File: src/hw/rtl/pet_pkg.sv
`timescale 1ns / 1ps
`default_nettype none
// ----------------------------------------------------------------------------
// pet_pkg - shared types and constants of the peak envelope trigger
// Field widths, register reset values, register indices and the item record
// passed from the peak front end to the mean and trigger pipeline.
// ----------------------------------------------------------------------------
package pet_pkg;

  localparam int SAMPLE_W   = 10;
  localparam int LEVEL_W    = 11;
  localparam int MARGIN_W   = 11;
  localparam int QUOT_W     = 10;
  localparam int CMP_W      = LEVEL_W + 2;
  localparam int CFG_IDX_W  = 1;
  localparam int CFG_DATA_W = 11;

  localparam logic [SAMPLE_W-1:0] ZERO_LEVEL_RST   = 10'd768;
  localparam logic [MARGIN_W-1:0] FIXED_MARGIN_RST = 11'd60;

  localparam logic [CFG_IDX_W-1:0] REG_ZERO_LEVEL   = 1'b0;
  localparam logic [CFG_IDX_W-1:0] REG_FIXED_MARGIN = 1'b1;

  typedef logic signed [LEVEL_W-1:0] level_t;

  typedef struct packed {
    logic                peak;
    level_t              cand;
    logic [MARGIN_W-1:0] margin;
  } pet_item_t;

endpackage
`default_nettype wire

File: src/hw/rtl/pet_mean.sv
`timescale 1ns / 1ps
`default_nettype none
// ----------------------------------------------------------------------------
// pet_mean - mean peak level, trigger decision and result register
// Three register stages: item capture, reciprocal multiply, then quotient,
// sign and threshold compare into the output register.
// ----------------------------------------------------------------------------
module pet_mean #(
  parameter int  Depth = 1024,
  localparam int SumW  = pet_pkg::LEVEL_W + $clog2(Depth)
) (
  input  wire                            clk,
  input  wire                            rst_n,
  input  wire                            item_valid,
  output logic                           item_ready,
  input  pet_pkg::pet_item_t             item,
  input  wire  signed [SumW-1:0]         sum_before,
  output logic                           res_valid,
  input  wire                            res_ready,
  output logic                           peak_seen,
  output logic                           triggered,
  output pet_pkg::level_t                peak_level,
  output pet_pkg::level_t                mean_level
);

  localparam int MagW  = SumW - 1;
  localparam int Shift = MagW + $clog2(Depth);
  localparam int RcpW  = MagW + 1;
  localparam int ProdW = MagW + RcpW;
  localparam longint RecipL = ((longint'(1) << Shift) + longint'(Depth) - 1)
                              / longint'(Depth);
  localparam logic [RcpW-1:0] Recip = RcpW'(RecipL);

  pet_pkg::pet_item_t s1_item_r, s2_item_r;
  logic signed [SumW-1:0] s1_sum_r, neg_sum;
  logic [MagW-1:0]  mag;
  logic [ProdW-1:0] prod, s2_prod_r;
  logic             s2_neg_r;
  logic             s1_v_r, s2_v_r, out_v_r;
  logic             s1_move, s2_move;
  logic [pet_pkg::QUOT_W-1:0] quot;
  pet_pkg::level_t  quot_s, mean;
  logic signed [pet_pkg::CMP_W-1:0] thresh;
  logic             trig;
  logic             out_peak_r, out_trig_r;
  pet_pkg::level_t  out_peak_level_r, out_mean_r;

  assign s2_move    = s2_v_r && (!out_v_r || res_ready);
  assign s1_move    = s1_v_r && (!s2_v_r || s2_move);
  assign item_ready = !s1_v_r || s1_move;

  always_comb begin
    neg_sum = -s1_sum_r;
    mag     = s1_sum_r[SumW-1] ? neg_sum[MagW-1:0] : s1_sum_r[MagW-1:0];
    prod    = ProdW'(mag) * ProdW'(Recip);

    quot    = s2_prod_r[Shift +: pet_pkg::QUOT_W];
    quot_s  = $signed({1'b0, quot});
    mean    = s2_neg_r ? -quot_s : quot_s;
    thresh  = pet_pkg::CMP_W'(mean)
            + $signed({2'b00, s2_item_r.margin});
    trig    = s2_item_r.peak && (pet_pkg::CMP_W'(s2_item_r.cand) > thresh);
  end

  always_ff @(posedge clk) begin
    if (!rst_n) begin
      s1_v_r  <= 1'b0;
      s2_v_r  <= 1'b0;
      out_v_r <= 1'b0;
    end else begin
      if (item_ready) begin
        s1_v_r <= item_valid;
      end
      if (!s2_v_r || s2_move) begin
        s2_v_r <= s1_move;
      end
      if (!out_v_r || res_ready) begin
        out_v_r <= s2_move;
      end
    end
  end

  always_ff @(posedge clk) begin
    if (item_ready && item_valid) begin
      s1_item_r <= item;
      s1_sum_r  <= sum_before;
    end
    if (s1_move) begin
      s2_item_r <= s1_item_r;
      s2_neg_r  <= s1_sum_r[SumW-1];
      s2_prod_r <= prod;
    end
    if (s2_move) begin
      out_peak_r       <= s2_item_r.peak;
      out_trig_r       <= trig;
      out_peak_level_r <= s2_item_r.cand;
      out_mean_r       <= mean;
    end
  end

  assign res_valid  = out_v_r;
  assign peak_seen  = out_peak_r;
  assign triggered  = out_trig_r;
  assign peak_level = out_peak_level_r;
  assign mean_level = out_mean_r;

endmodule
`default_nettype wire

File: config.mk
export PLATFORM = sky130hd
export DESIGN_NAME = pet_mean
export DESIGN_NICKNAME = d
export VERILOG_FILES = /design/src/hw/rtl/pet_pkg.sv /design/src/hw/rtl/pet_mean.sv
export SDC_FILE = /design/constraint.sdc
export NUM_CORES = 1
export LEC_CHECK = 0
export BUFFER_PORTS_ARGS = -buffer_cell sky130_fd_sc_hd__buf_2
export CAP_MARGIN = 20
export CORE_MARGIN = 8
export CORE_UTILIZATION = 45
export CTS_BUF_LIST = sky130_fd_sc_hd__clkbuf_4 sky130_fd_sc_hd__clkbuf_8 sky130_fd_sc_hd__clkbuf_16
export DETAILED_ROUTE_END_ITERATION = 16
export GPL_TIMING_DRIVEN = 0
export PLACE_DENSITY = 0.63
export SLEW_MARGIN = 20
export SYNTH_ARGS = -nofsm -noshare
export SYNTH_HDL_FRONTEND = slang
export SYNTH_SLANG_ARGS = --single-unit
export TNS_END_PERCENT = 20
File: constraint.sdc
create_clock -name clk -period 9.3 [get_ports clk]
set_input_delay 1.86 -clock clk [delete_from_list [all_inputs] [get_ports clk]]
set_output_delay 1.86 -clock clk [all_outputs]
set_load 0.05 [all_outputs]
# Yosys cells after proc, flatten, opt, wreduce, memory -nomap -nowiden
# Index checks and enable logic that the tools add are counted.
totals:
  register_bits: 115
  elab_cells: 32
  out_inout_bits: 26
  input_bits: 48
op_classes:
  n_lt_le_gt_ge: 1
  n_reduce_logical: 10
  muxes: 2
  add_sub_neg: 3
op_table:
  columns: ["op", "count"]
  rows:
  - ["$mux 20", 1]
  - ["$neg 20->20", 1]
  - ["$add 11x12->13", 1]
  - ["$gt 11x13->1", 1]
  - ["$mux 11", 1]
  - ["$neg 10->11", 1]
  - ["$logic_and 1x1->1", 4]
  - ["$logic_not 1->1", 3]
  - ["$logic_or 1x1->1", 3]

# Depth between registers and ports, before layout
# Gate-level depths: netlist of the first run.
depth:
  word_depth: 7
  ltp_mapped: 18
  mapped_depth_nobuf: 18

# Worst setup path before layout of the first run
# OpenSTA, ideal clock, no wires.
synth_timing:
  path_kind: "input -> register"
  from: "input res_ready"
  to: "register s2_item_r[0] in the netlist's numbering, enable pin"
  setup_slack_ns: 4.354
  t_required_ns: 8.823
  n_path_buf: 0
  t_arrival_ns: 4.468
  cell_stages: 2
  setup_time_ns: 0.477
  cell_sequence: "nor2b_1 -> a21boi_0"
synth_between:
  elab_chain_cells: 4
synth_rtl:
  columns: ["item", "line_no", "text"]
  rows:
  - ["start, declared", "pet_mean.sv:19", "input wire res_ready,"]
  - ["$logic_or 1x1->1", "pet_mean.sv:48", "assign s2_move = s2_v_r && (!out_v_r || res_ready);"]
  - ["$logic_and 1x1->1", "pet_mean.sv:48", null]
  - ["$logic_or 1x1->1", "pet_mean.sv:49", "assign s1_move = s1_v_r && (!s2_v_r || s2_move);"]
  - ["$logic_and 1x1->1", "pet_mean.sv:49", null]
  - ["via s1_move", "pet_mean.sv:40", "logic s1_move, s2_move;"]
  - ["end signal, assigned", "pet_mean.sv:89", "s2_item_r <= s1_item_r;"]
  - ["end, declared", "pet_mean.sv:34", "pet_pkg::pet_item_t s1_item_r, s2_item_r;"]
# The timed path passes the listed nets, and every way through them passes these cells.
# A chain may end at the register's enable or synchronous reset.

# Final worst setup path of the first run
layout_timing:
  from: "input res_ready"
  to: "output item_ready"
layout_between:
  elab_chain_cells: 5
layout_rtl:
  columns: ["item", "line_no", "text"]
  rows:
  - ["$logic_or 1x1->1", "pet_mean.sv:48", null]
  - ["$logic_and 1x1->1", "pet_mean.sv:48", null]
  - ["$logic_or 1x1->1", "pet_mean.sv:49", null]
  - ["$logic_and 1x1->1", "pet_mean.sv:49", null]
  - ["$logic_or 1x1->1", "pet_mean.sv:50", "assign item_ready = !s1_v_r || s1_move;"]
  - ["end, declared", "pet_mean.sv:15", "output logic item_ready,"]
# No other way between the ends.

==> results.cfg, run 1 <==
[place]
placement.cell_area_um2 = 5090
finalWeightedCongestion = 0.798
dp_hpwl_um = 5660
buffer_ports.inserted = 73

[detailed_routing]
route.antenna.remaining_nets = 0
routed_via_density = 4.92
total_number_of_vias = 2492
post_drt_wl_per_cell_um = 14.4
drt_pre_antenna_iters = 4
detail_route.wirelength_um = 7290
drt_drc_violations_left = 0
drtIter0Drc = 109

[global_routing]
grt_antenna_before_repair = 0
grt_max_degree = 25
first_global_vias = 2583
grt_overflow_total = 0
global_route.usage.total = 0.116
grt_pass1_wl_um = 11900

[clock_network]
post-cts-setup-buffers = 0
tritoncts = built
cts.root.buffer_cell = sky130_fd_sc_hd__clkbuf_8
cts.sink_count = 105
cts_hold_buffers = 0
clk-insertion-delay-late_ps = 360
cts_max_path_buffers = 2
cts-buffers-inserted = 9
cts.repair.resized = 0
htreeDepth = 3
clkSlewWorstSetupHoldPaths_ps = 90

[floorplan]
starting_utilization_of_the_core_area = 0.460
height_of_the_chip_um = 115
area_of_the_die_um2 = 13300
number_of_placement_rows = 36
floorplan_die_width_um = 115
core-area_um2 = 9680
ioPinCount = 74

[power]
vdd_ir_drop_max_mv = 0.0960
p_leak_nw = 2.05
power-per-cell-area_nw_per_um2 = 190

[synth]
syn_avg_cell_area_um2 = 15.8
synthCells = 282
synth.cells.most_frequent = sky130_fd_sc_hd__edfxtp_1, sky130_fd_sc_hd__ha_1, sky130_fd_sc_hd__nand2_1, sky130_fd_sc_hd__xnor2_1, sky130_fd_sc_hd__a21oi_1
synthTopCellsByArea = sky130_fd_sc_hd__edfxtp_1, sky130_fd_sc_hd__ha_1, sky130_fd_sc_hd__xnor2_1
ffs_latches_synth = 105
synth_top_flop_cell = sky130_fd_sc_hd__edfxtp_1
netlist.top_cell.by_area = sky130_fd_sc_hd__edfxtp_1
yosys_warning_total = 0
synth.lib_cells_used.distinct = 38
synth-edff-count = 102
synth-async-reset-ratio = 0
synthesis.area_um2 = 4450
synth_top_area_share = 0.688
synthMostInstantiatedCell = sky130_fd_sc_hd__edfxtp_1
synth_nets = 361
yosysSeqAreaShare = 0.702

[timing]
worst_clock_skew_ps = 13.5
unrepaired_setup_endpoints_after_global_routing = no
timing.fmax_mhz = 207
max-slew-margin-rel = 0.506
report.final.setup_viol = 0
final.period_utilization = 0.519
tightestPinTransition_ps = 739
timing.setup.tns_ps = 0
finalMaxSlewViolations = 0
period_needed_ps = 4830
timing_hold_violations_final = 0

[layout]
nFillCells = 828
layout.area.seq_um2 = 3120
layout-area-overhead-vs-synth_pct = 19.0
drive_gt1_frac = 0.273
diodes_inserted = 0
multi_input_comb_area_um2 = 1320
final_net_count = 448
stdcell_area_um2 = 5300

[critical_path]
critical_path.max_fanout = 6
flop_to_flop_setup_slack_ps = 5190
critical_path.reg2reg.endpoint = triggered$_DFFE_PP_
worstSetupPathType = input port to output pin
r2r-start = s2_prod_r[30]$_DFFE_PP_
crit_required_ps = 7440
r2r_cells = 18
start_kind = input port
critPathArrivalTime_ps = 2970
cp-end-kind = output pin

[min_path]
worst_hold_startpoint = s1_item_r[11]$_DFFE_PP_
hold_path_class = flip-flop to flip-flop
timing.hold.worst_endpoint = s2_item_r[11]$_DFFE_PP_
holdPathStages = 0

[flow_run]
maxCapViolations = 0

[status]
run_status = completed
## worst max-delay path by stage
stage	start	end	cells past startpoint
finish	res_ready	item_ready	4
global route	res_ready	item_ready	4
detailed placement	res_ready	item_ready	4
floorplan	res_ready	s2_item_r[0]$_DFFE_PP_	2
CTS	res_ready	item_ready	4
global placement	res_ready	s2_item_r[19]$_DFFE_PP_	3
## cell usage in the layout, fill, tap and decap left out, types with 5 or more instances in the layout
master,count
sky130_fd_sc_hd__buf_2,73
sky130_fd_sc_hd__a21oi_1,13
sky130_fd_sc_hd__clkbuf_8,9
sky130_fd_sc_hd__o31ai_1,5
sky130_fd_sc_hd__xnor2_1,19
sky130_fd_sc_hd__inv_1,9
sky130_fd_sc_hd__o21ai_0,9
sky130_fd_sc_hd__xor2_1,9
sky130_fd_sc_hd__ha_1,30
sky130_fd_sc_hd__edfxtp_1,102
sky130_fd_sc_hd__nand2_1,22
sky130_fd_sc_hd__a21o_1,8
sky130_fd_sc_hd__nor2_1,6
## layer usage
metal,GRT usage,vias to the layer above,part of all wire,wire [µm]
li1,-,1248,-,-
met1,0.125,1174,0.42,3060
met2,0.206,58,0.51,3710
met3,0.0365,12,0.053,384
met4,0.0464,0,0.018,129
met5,0,-,0,0
## sequential cells by signal, indices dropped and copies added (netlist names)
signal and count:
s2_prod_r 10, s2_neg_r 1, s2_v_r 1, peak_level 11, s1_sum_r 21, res_valid 1
mean_level 11, s1_item_r 23, s1_v_r 1, peak_seen 1, s2_item_r 23, triggered 1
## cell type report
class,count,share of cell area
buffer,3,0.00213
clock buffer,9,0.0234
clock inverter,7,0.0165
inverter,9,0.00638
multi-input combinational,165,0.249
sequential,105,0.589
tap,133,0.0314
timing repair buffer,76,0.0822
## cell families (layout without fill, tap and decap cells)
kind of cell    after synthesis  in the layout  synth area share
xor+xnor                     28             28            0.0551
simple gates                 56             56            0.0686
flops                       105            105             0.702
compound gates               50             50            0.0759
buf+inv                      12            104            0.0101
fa+ha+maj                    31             31            0.0888
## metrics by stage
stage | total power [mW] | util | cells | worst slack, ps | hold slack [ps]
2_1_floorplan | 0.684 | - | 282 | 4350 | 400
3_3_place_gp | 0.721 | 0.515 | 488 | 3010 | 404
4_1_cts | 1.01 | 0.547 | 507 | 4460 | 424
3_5_place_dp | 0.730 | 0.525 | 491 | 4460 | 405
5_1_grt | 1.05 | 0.547 | 507 | 4380 | 424
6_report | 1.00 | 0.547 | 507 | 4470 | 421
## power breakdown
group | total (mW) | internal (mW) | leakage, nW | switching, mW
Combinational | 0.150 | 0.0646 | 0.954 | 0.0853
Sequential | 0.568 | 0.554 | 0.994 | 0.0139
Clock | 0.287 | 0.130 | 0.105 | 0.157
Total | 1.00 | 0.748 | 2.05 | 0.256
## worst max-delay path, stage by stage
cell and delay (ps):
sky130_fd_sc_hd__buf_2 90, sky130_fd_sc_hd__nor2b_1 570, sky130_fd_sc_hd__nand3_1 190, sky130_fd_sc_hd__buf_2 250
(Power assumes the default switching activity.)
==> inputs of run 2 (changes only) <==
- PLACE_DENSITY: 0.63 -> 0.66
- clock period: 9.3 -> 4.2 ns (I/O delays scaled with it)
==> results.cfg, run 2 (synthesis results as in run 1) <==
[floorplan]
core-area_um2 = 9680
area_of_the_die_um2 = 13300
number_of_placement_rows = 36
height_of_the_chip_um = 115
starting_utilization_of_the_core_area = 0.460
floorplan_die_width_um = 115
ioPinCount = 74

[clock_network]
cts-buffers-inserted = 9
cts_max_path_buffers = 2
cts.root.buffer_cell = sky130_fd_sc_hd__clkbuf_8
cts.sink_count = 105
clkSlewWorstSetupHoldPaths_ps = 100
post-cts-setup-buffers = 0
htreeDepth = 3
tritoncts = built
clk-insertion-delay-late_ps = 360

[global_routing]
first_global_vias = 2653
grt_overflow_total = 0
grt_max_degree = 26
global_route.usage.total = 0.118
grt_antenna_before_repair = 0
grt_pass1_wl_um = 12100

[flow_run]
maxCapViolations = 0

[detailed_routing]
drt_drc_violations_left = 0
route.antenna.remaining_nets = 0
post_drt_wl_per_cell_um = 14.7
drt_pre_antenna_iters = 4
drtIter0Drc = 76
detail_route.wirelength_um = 7430
total_number_of_vias = 2497
routed_via_density = 4.93

[critical_path]
r2r-start = s2_prod_r[30]$_DFFE_PP_
cp-end-kind = flip-flop
start_kind = flip-flop
crit_required_ps = 4310
worstSetupPathType = flip-flop to flip-flop
cp-endpoint = triggered$_DFFE_PP_
critical_path.reg2reg.endpoint = triggered$_DFFE_PP_
r2r_cells = 16
setup.worst_path.start = s2_prod_r[30]$_DFFE_PP_
critPathArrivalTime_ps = 3940
critical_path.max_fanout = 5
flop_to_flop_setup_slack_ps = 370

[min_path]
hold_path_class = flip-flop to flip-flop
holdPathStages = 0

[layout]
layout.area.seq_um2 = 3120
layout_top_registers = s1_item_r: 23 flops, s2_item_r: 23 flops, s1_sum_r: 21 flops
drive_gt1_frac = 0.281
multi_input_comb_area_um2 = 1340
final_cells = 507
final_net_count = 448
nFillCells = 820
top_library_cells_by_usage_in_the_layout_fill_and_taps_aside = sky130_fd_sc_hd__edfxtp_1, sky130_fd_sc_hd__buf_2, sky130_fd_sc_hd__ha_1
layout-area-overhead-vs-synth_pct = 18.8
stdcell_area_um2 = 5290
layout.core_utilization = 0.546
diodes_inserted = 0
most_common_cell_after_layout_fill_and_taps_aside = sky130_fd_sc_hd__edfxtp_1

[timing]
max-slew-margin-rel = 0.509
final.period_utilization = 0.912
finalMaxSlewViolations = 0
worst_slack_on_hold_paths_ps = 421
tightestPinTransition_ps = 736
report.final.setup_viol = 0
timing.fmax_mhz = 261
fin_ws_ps = 368
worst_clock_skew_ps = 10.1
period_needed_ps = 3830
timing_hold_violations_final = 0

[place]
preCtsSetupSlack_ps = 172
placement.cell_area_um2 = 5090
finalWeightedCongestion = 0.793
buffer_ports.inserted = 73
dp_hpwl_um = 5720
place.detailed.instances = 491

[power]
power-per-cell-area_nw_per_um2 = 408
vdd_ir_drop_max_mv = 0.198
p_leak_nw = 2.04

[status]
run_status = completed
[run 2: worst max-delay path, stage by stage, from the launching register on]
cell	delay [ps]
sky130_fd_sc_hd__edfxtp_1	480
sky130_fd_sc_hd__nor3_1	210
sky130_fd_sc_hd__nand2_1	90
sky130_fd_sc_hd__or3_1	330
sky130_fd_sc_hd__o31ai_1	270
sky130_fd_sc_hd__xnor2_1	220
sky130_fd_sc_hd__ha_1	320
sky130_fd_sc_hd__a21oi_1	230
sky130_fd_sc_hd__nor3b_1	230
sky130_fd_sc_hd__a221oi_1	130
sky130_fd_sc_hd__xnor2_1	140
sky130_fd_sc_hd__ha_1	320
sky130_fd_sc_hd__nand4_1	120
sky130_fd_sc_hd__nor2_1	190
sky130_fd_sc_hd__nand4_1	140
sky130_fd_sc_hd__nand3_1	100
sky130_fd_sc_hd__a21oi_1	40
[run 2: worst min-delay path by stage]
stage / slack, ps / from / endpoint
floorplan: 400 / s1_item_r[0]$_DFFE_PP_ / s2_item_r[0]$_DFFE_PP_
global placement: 400 / s1_item_r[16]$_DFFE_PP_ / s2_item_r[16]$_DFFE_PP_
detailed placement: 400 / s1_item_r[3]$_DFFE_PP_ / s2_item_r[3]$_DFFE_PP_
CTS: 430 / s1_item_r[3]$_DFFE_PP_ / s2_item_r[3]$_DFFE_PP_
global route: 440 / s1_item_r[15]$_DFFE_PP_ / s2_item_r[15]$_DFFE_PP_
finish: 420 / s1_item_r[3]$_DFFE_PP_ / s2_item_r[3]$_DFFE_PP_
[run 2: routing by layer]
metal / wire length [µm] / vias to the layer above / share of wire / global-route usage
li1: - / 1246 / - / -
met1: 3220 / 1175 / 0.43 / 0.134
met2: 3710 / 66 / 0.50 / 0.206
met3: 367 / 10 / 0.049 / 0.0276
met4: 138 / 0 / 0.019 / 0.0552
met5: 0 / - / 0 / 0
[run 2: through the flow]
step | total power, mW | TNS, ps
floorplan | 1.51 | 0
global placement | 1.60 | -52560
detailed placement | 1.62 | 0
CTS | 2.18 | 0
global route | 2.28 | -8.74
finish | 2.16 | 0
[run 2: power breakdown]
part	total [mW]	switching, mW	leakage (nW)	internal (mW)
registers	1.26	0.0324	0.994	1.23
clock network	0.562	0.341	0.0904	0.221
logic	0.338	0.192	0.960	0.146
[run 2: cell type report]
cell class / count / share of cell area
Sequential cell: 105 / 0.590
Multi-Input combinational cell: 165 / 0.254
Timing Repair Buffer: 76 / 0.0823
Tap cell: 133 / 0.0315
Clock buffer: 9 / 0.0234
Clock inverter: 7 / 0.00993
Inverter: 9 / 0.00639
Buffer: 3 / 0.00213
[run 2: repair_timing]
item / CTS / global route
gates resized for setup: 0 / 6
hold buffers: 0 / 0
endpoints found under the setup margin: 0 / 1
==> inputs of run 3 (changes only) <==
- CORE_MARGIN: 8 -> 1.5
==> results.cfg, run 3 (synthesis results as in run 1) <==
[status]
run_status = completed

[layout]
drive_gt1_frac = 0.281
final_net_count = 449
layout-area-overhead-vs-synth_pct = 19.0
most_common_cell_after_layout_fill_and_taps_aside = sky130_fd_sc_hd__edfxtp_1
final_cells = 507
top_library_cells_by_usage_in_the_layout_fill_and_taps_aside = sky130_fd_sc_hd__edfxtp_1, sky130_fd_sc_hd__buf_2, sky130_fd_sc_hd__ha_1
diodes_inserted = 0
layout_top_registers = s1_item_r: 23 flops, s2_item_r: 23 flops, s1_sum_r: 21 flops

[timing]
timing.fmax_mhz = 265
tightestPinTransition_ps = 736
worst_slack_on_hold_paths_ps = 419
max-slew-margin-rel = 0.508
unrepaired_setup_endpoints_after_global_routing = no
timing_hold_violations_final = 0
fin_ws_ps = 427
final.period_utilization = 0.898
finalMaxSlewViolations = 0
report.final.setup_viol = 0
period_needed_ps = 3770
worst_clock_skew_ps = 9.94

[critical_path]
crit_required_ps = 4310
worstSetupPathType = flip-flop to flip-flop
start_kind = flip-flop
critical_path.max_fanout = 6
cp-end-kind = flip-flop
critPathArrivalTime_ps = 3880

[min_path]
hold_path_class = flip-flop to flip-flop

[power]
p_leak_nw = 2.05
vdd_ir_drop_max_mv = 0.190
power-per-cell-area_nw_per_um2 = 412
power.total_mw = 2.18

[global_routing]
grt_max_degree = 25
grt_pass1_wl_um = 11600
first_global_vias = 2549
global_route.usage.total = 0.148
grt_overflow_total = 0
grt_antenna_before_repair = 0

[clock_network]
tritoncts = built
cts-buffers-inserted = 9
cts_hold_buffers = 0
cts.sink_count = 105
cts.root.buffer_cell = sky130_fd_sc_hd__clkbuf_8
cts_max_path_buffers = 2
clk-insertion-delay-late_ps = 360
clkSlewWorstSetupHoldPaths_ps = 100
htreeDepth = 3

[detailed_routing]
detail_route.wirelength_um = 7140
routed_via_density = 4.96
route.antenna.remaining_nets = 0
post_drt_wl_per_cell_um = 14.1
total_number_of_vias = 2514
drt_drc_violations_left = 0
drt_pre_antenna_iters = 4
drtIter0Drc = 66

[floorplan]
ioPinCount = 74
number_of_placement_rows = 36
core-area_um2 = 9680
height_of_the_chip_um = 102
area_of_the_die_um2 = 10500
starting_utilization_of_the_core_area = 0.460
floorplan_die_width_um = 102

[place]
buffer_ports.inserted = 73
preCtsSetupSlack_ps = -14.8
finalWeightedCongestion = 0.827
place.detailed.instances = 491
dp_hpwl_um = 5280

[flow_run]
maxCapViolations = 0
run 3: cell type report:
| cell class | count | area (µm²) |
|---|---|---|
| Fill cell | 812 | 4390 |
| Sequential cell | 105 | 3120 |
| Multi-Input combinational cell | 165 | 1330 |
| Timing Repair Buffer | 78 | 450 |
| Tap cell | 133 | 166 |
| Clock buffer | 9 | 124 |
| Clock inverter | 6 | 60.1 |
| Inverter | 9 | 33.8 |
| Buffer | 2 | 7.51 |
run 3: critical path, cell delays in order (launching register included):
cell	delay [ps]
sky130_fd_sc_hd__edfxtp_1	430
sky130_fd_sc_hd__nor3_1	200
sky130_fd_sc_hd__nand2_1	100
sky130_fd_sc_hd__or3_1	330
sky130_fd_sc_hd__nand2_1	90
sky130_fd_sc_hd__xnor2_1	200
sky130_fd_sc_hd__ha_1	350
sky130_fd_sc_hd__nand2_1	90
sky130_fd_sc_hd__o21ai_1	100
sky130_fd_sc_hd__a311oi_1	380
sky130_fd_sc_hd__o21ai_0	160
sky130_fd_sc_hd__xor2_1	170
sky130_fd_sc_hd__ha_1	300
sky130_fd_sc_hd__nand4_1	100
sky130_fd_sc_hd__nor2_1	210
sky130_fd_sc_hd__nand4_1	150
sky130_fd_sc_hd__nand3_1	110
sky130_fd_sc_hd__a21oi_1	40
run 3: where the power goes:
part           internal (mW)  total, mW  switching, mW  leakage (nW)
registers               1.23       1.26         0.0318         0.994
clock network          0.269      0.591          0.322        0.0925
logic                  0.145      0.335          0.190         0.966
run 3: path summary, 6_finish.rpt:
path | from | to | slack (ps) | depth (start not counted)
hold / removal | s1_item_r[3]$_DFFE_PP_ | s2_item_r[3]$_DFFE_PP_ | 420 | 0
hold reg to reg | s1_item_r[3]$_DFFE_PP_ | s2_item_r[3]$_DFFE_PP_ | 420 | 0
setup reg to reg | s2_prod_r[30]$_DFFE_PP_ | triggered$_DFFE_PP_ | 430 | 17
setup / recovery | s2_prod_r[30]$_DFFE_PP_ | triggered$_DFFE_PP_ | 430 | 17
run 3: timing repair:
action / CTS / global route
resized for setup: 1 / 4
buffers inserted: 0 / 2
endpoints found under the setup margin: 1 / 1
run 3: through the flow:
| stage | TNS (ps) | instance area [µm²] | utilization |
|---|---|---|---|
| global placement | -51290 | 4980 | 0.515 |
| global route | 0 | 5300 | 0.547 |
| finish | 0 | 5300 | 0.547 |
| floorplan | 0 | 4450 | - |
| detailed placement | -14.8 | 5090 | 0.525 |
| CTS | 0 | 5280 | 0.545 |
run 3: metal layers:
| metal | vias to the layer above | global-route usage | share of wire |
|---|---|---|---|
| met4 | 0 | 0.0664 | 0.018 |
| met5 | - | 0 | 0 |
| met1 | 1185 | 0.170 | 0.42 |
| met3 | 11 | 0.0301 | 0.042 |
| met2 | 65 | 0.267 | 0.52 |
| li1 | 1253 | - | - |
